==> config.mk <==
export PLATFORM = sky130hd
export DESIGN_NAME = mprb_ptr_mem
export DESIGN_NICKNAME = d
export VERILOG_FILES = /design/src/rtl/mprb_ptr_mem.sv
export SDC_FILE = /design/constraint.sdc
export NUM_CORES = 1
export LEC_CHECK = 0
export BUFFER_PORTS_ARGS = -buffer_cell sky130_fd_sc_hd__buf_2
export CAP_MARGIN = 40
export CORE_MARGIN = 2
export CORE_UTILIZATION = 55
export CTS_CLUSTER_DIAMETER = 40
export DETAILED_ROUTE_END_ITERATION = 6
export PLACE_DENSITY = 0.75
export SLEW_MARGIN = 10
export SYNTH_ARGS = -nofsm -noshare
export SYNTH_HDL_FRONTEND = slang
export SYNTH_SLANG_ARGS = --single-unit
==> constraint.sdc <==
create_clock -name i_clk -period 3.8 [get_ports i_clk]
set_clock_uncertainty 0.2 [all_clocks]
set_input_delay 0.76 -clock i_clk [delete_from_list [all_inputs] [get_ports i_clk]]
set_output_delay 0.76 -clock i_clk [all_outputs]
set_load 0.005 [all_outputs]
==> src/rtl/mprb_ptr_mem.sv <==
// ============================================================================
// mprb_ptr_mem
// Per-pipe pointer table (head, tail, fill level): one write port, one
// registered read port.
// ============================================================================
module mprb_ptr_mem #(
    parameter int DEPTH  = 16,
    parameter int WIDTH  = 25,
    parameter int ADDR_W = 4
) (
    input  logic              i_clk,
    input  logic              i_wr_en,
    input  logic [ADDR_W-1:0] i_wr_addr,
    input  logic [WIDTH-1:0]  i_wr_data,
    input  logic              i_rd_en,
    input  logic [ADDR_W-1:0] i_rd_addr,
    output logic [WIDTH-1:0]  o_rd_data
);

    logic [WIDTH-1:0] r_mem [DEPTH];
    logic [WIDTH-1:0] r_rd_data;

    always_ff @(posedge i_clk) begin
        if (i_wr_en) begin
            r_mem[i_wr_addr] <= i_wr_data;
        end
        if (i_rd_en) begin
            r_rd_data <= r_mem[i_rd_addr];
        end
    end

    assign o_rd_data = r_rd_data;

endmodule

## Word level (Yosys, flattened, before mapping)

Memories as Yosys holds them, arrays and structs flattened. A register that Yosys moved wholly into a read port is not among the register bits.
Index checks and enable logic that the tools add are counted.

- Bitwise operators: 0
- Magnitude comparators: 0
- $mul: 0
- $add $sub $neg: 0
- Divide/modulo/power cells: 0
- Multiplexer cells: 2
- Reductions and logical operators: 0
- Equality and inequality tests: 0
- Shifts and indexed selects: 0

Operators with widths:

| cell | count |
|---|---|
| $mux W1 | 2 |

- Memories: 1
- Word-level logic and storage cells: 3
- Register bits: 0
- ROM bits: 0
- Memory bits (writable): 400
- Output and inout bits: 25
- Bits of input ports: 36
- Bits in latches: 0

Memory list:

| name | words | bits a word | rd ports | clocked after Yosys merged registers in | write ports | RTL line | source |
|---|---|---|---|---|---|---|---|
| r_mem | 16 | 25 | 1 | 1 | 1 | 20 | `logic [WIDTH-1:0] r_mem [DEPTH];` |

## Depth between registers and ports, before layout

- Depth after elaboration: 2
- Mapped depth: 5
- Mapped depth without buffers: 3

## Worst setup path before layout

No wires, ideal clock.

- Kind: input-to-reg
- Start point: in i_wr_addr[2]
- End point: mem r_mem[0][0], enable pin
- Required time: 3161 ps
- Library setup time: 439 ps
- Stages: 2
- Arrival time: 3009 ps
- Setup slack: 152 ps
- Buffers on the path: 0
- Cells stage by stage: or3b_2 -> nor3_1

RTL lines:

| what | RTL line | source |
|---|---|---|
| start, declared | 13 | `input logic [ADDR_W-1:0] i_wr_addr,` |
| end, declared | 20 |  |

Straight into the memory's write port.

## Final worst setup path

- Start point: in i_wr_addr[2]
- End point: mem r_mem[3][1], enable pin

Straight into the memory's write port.

==> summary.md <==
| Metric | Value |
|---|---|
| TNS Setup | `0 ns` |
| Routed wire length | `32500 microns` |
| H-tree Lvls | `2` |
| Sw Share | `20.5%` |
| Drt drc | `0` |
| # resized after CTS | `0` |
| Setup Fix Bufs, Post-CTS | `0` |
| Final number of max-transition violations | `0` |
| # IOs | `61` |
| Port bufs | `60` |
| DP Wirelength | `17700 microns` |
| Vias in the first global route | `7783` |
| Fin util | `64.0%` |
| Peak supply drop | `0.293 mV` |
| CTS tree | `yes` |
| Global-route wire length before repair | `49200 microns` |
| Critical Path Start Type | `primary input` |
| Synthesis-to-layout area growth | `15.3%` |
| Finish-stage setup viols | `0` |
| Final Cell Area | `18200 sq um` |
| Internal Power | `7.95 mW` |
| Mapped Cells | `660` |
| Yosys warns | `0` |
| Worst Setup EP | `r_mem[3][1]$_DFFE_PP_` |
| Detail Route Antenna Nets | `0` |
| R2R Setup Slk | `2.09 ns` |
| RR Startpoint | `r_mem[6][8]$_DFFE_PP_` |
| Final Hold Vio Count | `0` |
| Worst EP arrival | `2.43 ns` |
| Total power | `10.0 mW` |
| GPL Wtd Cong | `0.750` |
| Post-layout nets | `803` |
| P per Cell Area | `549 nW/um^2` |
| Clk sinks | `425` |
| Diode count | `0` |
| Cell Area, Placed | `16800 sq um` |
| 1st-iter DRT viols | `942` |
| Crit path from | `i_wr_addr[2]` |
| Layout cells sized above 1 | `35.2%` |
| Die Wd | `174 microns` |
| Seq pwr share | `53.1%` |
| Critical Path End Type | `flip-flop` |
| Max Cap Viol | `0` |
| Initial antenna violation count | `1` |
| Longest Clk Path Bufs | `3` |
| CTS root buf | `clkbuf_16` |
| Adder-cell share of the synthesized area | `0%` |
| FF-to-FF End | `o_rd_data[8]$_DFFE_PP_` |
| CTS Buf Count | `44` |
| Die height | `174 microns` |
| Overall Global Routing Usage | `22.3%` |
| Gr ovfl total | `0` |
| Post-synthesis cell area | `15800 sq um` |
| Pin count of the biggest net entering global routing | `43` |
| FF-to-FF path depth | `3` |
| Xor/xnor share of the synthesized area | `0%` |
| RSZ-0062 raised after global routing | `false` |
| #FFs+latches synth | `425` |
| TritonRoute pass-1 iters | `5` |
| Crit Path Class | `in2reg` |
| Initial core utilization | `55.5%` |
| Sequential area share after synthesis | `80.8%` |
| Core Area | `28500 sq um` |
| Complex-gate fraction of the synthesized area | `2.38%` |
| Clk slew on worst S/H paths | `0.06 ns` |
| Fin crit share | `63.6%` |
| Simple-Gate Fraction of Synth Area | `1.43%` |
| Largest family of logic cells by synthesized area | `multiplexers` |
| Fraction of synthesized area in multiplexers | `14.3%` |
| Hold-fix buffers, CTS | `0` |
| Fillers | `1802` |
| Net Sw Power | `2.05 mW` |
| Worst-Margin Slew | `0.847 ns` |
| Vias per cell | `6.25` |
| Floorplan row count | `62` |
| Clock latency on the worst-skew pair | `0.55 ns` |
| Synth Area per Inst | `23.9 sq um` |
| Combinational power share | `4.5%` |
| Tmin final | `2.42 ns` |
| Leak | `5.87 nW` |
| Final hold slack | `0.389 ns` |
| Drt wl/cell | `27.3 microns` |
| Vias | `7422` |
| Synth Net Count | `696` |
| Distinct cell type count of the synthesized netlist | `17` |
| Worst hold path type | `in2reg` |
| Status | `completed` |
| Clk pwr share | `42.4%` |
| Worst-path fanout max | `14` |
| CP required | `3.81 ns` |
| Die area | `30100 sq um` |
| FMAX | `0.414 GHz` |
| Slew HR | `43.6%` |
[area by class of cell]
type,instances,area [sq um],area share (%)
Timing Repair Buffer,94,617,3.39
Clock buffer,53,1160,6.35
Tap cell,384,480,2.64
Multi-Input combinational cell,202,2910,16.0
Sequential cell,425,12800,70.0
Clock inverter,29,293,1.61
[metrics by stage]
step,cells,setup slack [ns]
6_report,1187,1.38
4_1_cts,1187,1.40
3_3_place_gp,1103,0.897
3_5_place_dp,1105,0.853
5_1_grt,1187,1.31
2_1_floorplan,660,0.152
[placed cells by master, fill, tap and decap left out, drive strengths merged]
master,count
mux4,100
bufinv,4
nor2b,2
nor2,13
nor3,4
clkbuf,53
clkinvlp,8
a22oi,50
buf,94
clkinv,10
edfxtp,425
and2,1
nand3,1
nand2b,2
nand2,26
nand3b,2
inv,7
or3b,1
[metal layers]
layer	track usage [%]	routed length, microns
met3	3.93	2670
met5	0	13
met2	36.3	16300
met4	6.21	626
met1	31.8	12800
[power groups by stage]
stage          sequential [mW]  clock, mW  combinational (mW)
6_report                  5.31       4.24               0.453
5_1_grt                   5.32       4.49               0.489
3_3_place_gp              5.40          0               0.434
3_5_place_dp              5.41          0               0.455
4_1_cts                   5.31       4.29               0.459
2_1_floorplan             5.40          0               0.255
[synth_stat cells]
cell type / number / share of area, %
a22oi_1: 50 / 2.4
and2_1: 1 / 0.040
buf_1: 8 / 0.19
buf_2: 1 / 0.032
buf_4: 6 / 0.29
buf_6: 5 / 0.36
clkbuf_1: 13 / 0.31
edfxtp_1: 425 / 81
mux4_2: 100 / 14
nand2_1: 26 / 0.62
nand2b_1: 2 / 0.079
nand3_1: 1 / 0.032
nand3b_1: 2 / 0.095
nor2_1: 13 / 0.31
nor2b_1: 2 / 0.079
nor3_1: 4 / 0.13
or3b_2: 1 / 0.055
[cell families after synthesis]
group | after synthesis
and+or+nand+nor | 52
buffers and inverters | 33
muxes | 100
DFF | 425
AOI/OAI and AO/OA | 50
[how the worst min path moves through the flow]
stage / start / endpoint / slack [ns] / depth (start not counted)
2_1_floorplan: r_mem[14][0]$_DFFE_PP_ / o_rd_data[0]$_DFFE_PP_ / 0.51 / 3
3_3_place_gp: r_mem[15][19]$_DFFE_PP_ / o_rd_data[19]$_DFFE_PP_ / 0.53 / 3
3_5_place_dp: r_mem[14][19]$_DFFE_PP_ / o_rd_data[19]$_DFFE_PP_ / 0.53 / 3
4_1_cts: i_wr_data[17] / r_mem[3][17]$_DFFE_PP_ / 0.37 / 1
5_1_grt: i_wr_data[17] / r_mem[3][17]$_DFFE_PP_ / 0.39 / 1
6_report: i_wr_data[19] / r_mem[10][19]$_DFFE_PP_ / 0.39 / 1
[state kept, by name (all words and copies together), names as in the netlist]
signal / flops
o_rd_data: 25
r_mem: 400
[worst max-delay path, cell delays in order]
cell and delay, ns:
buf_2 0.11, or3b_2 0.55, nor2_2 0.61, buf_4 0.39
No activity file was read; power rests on OpenSTA's default activity.
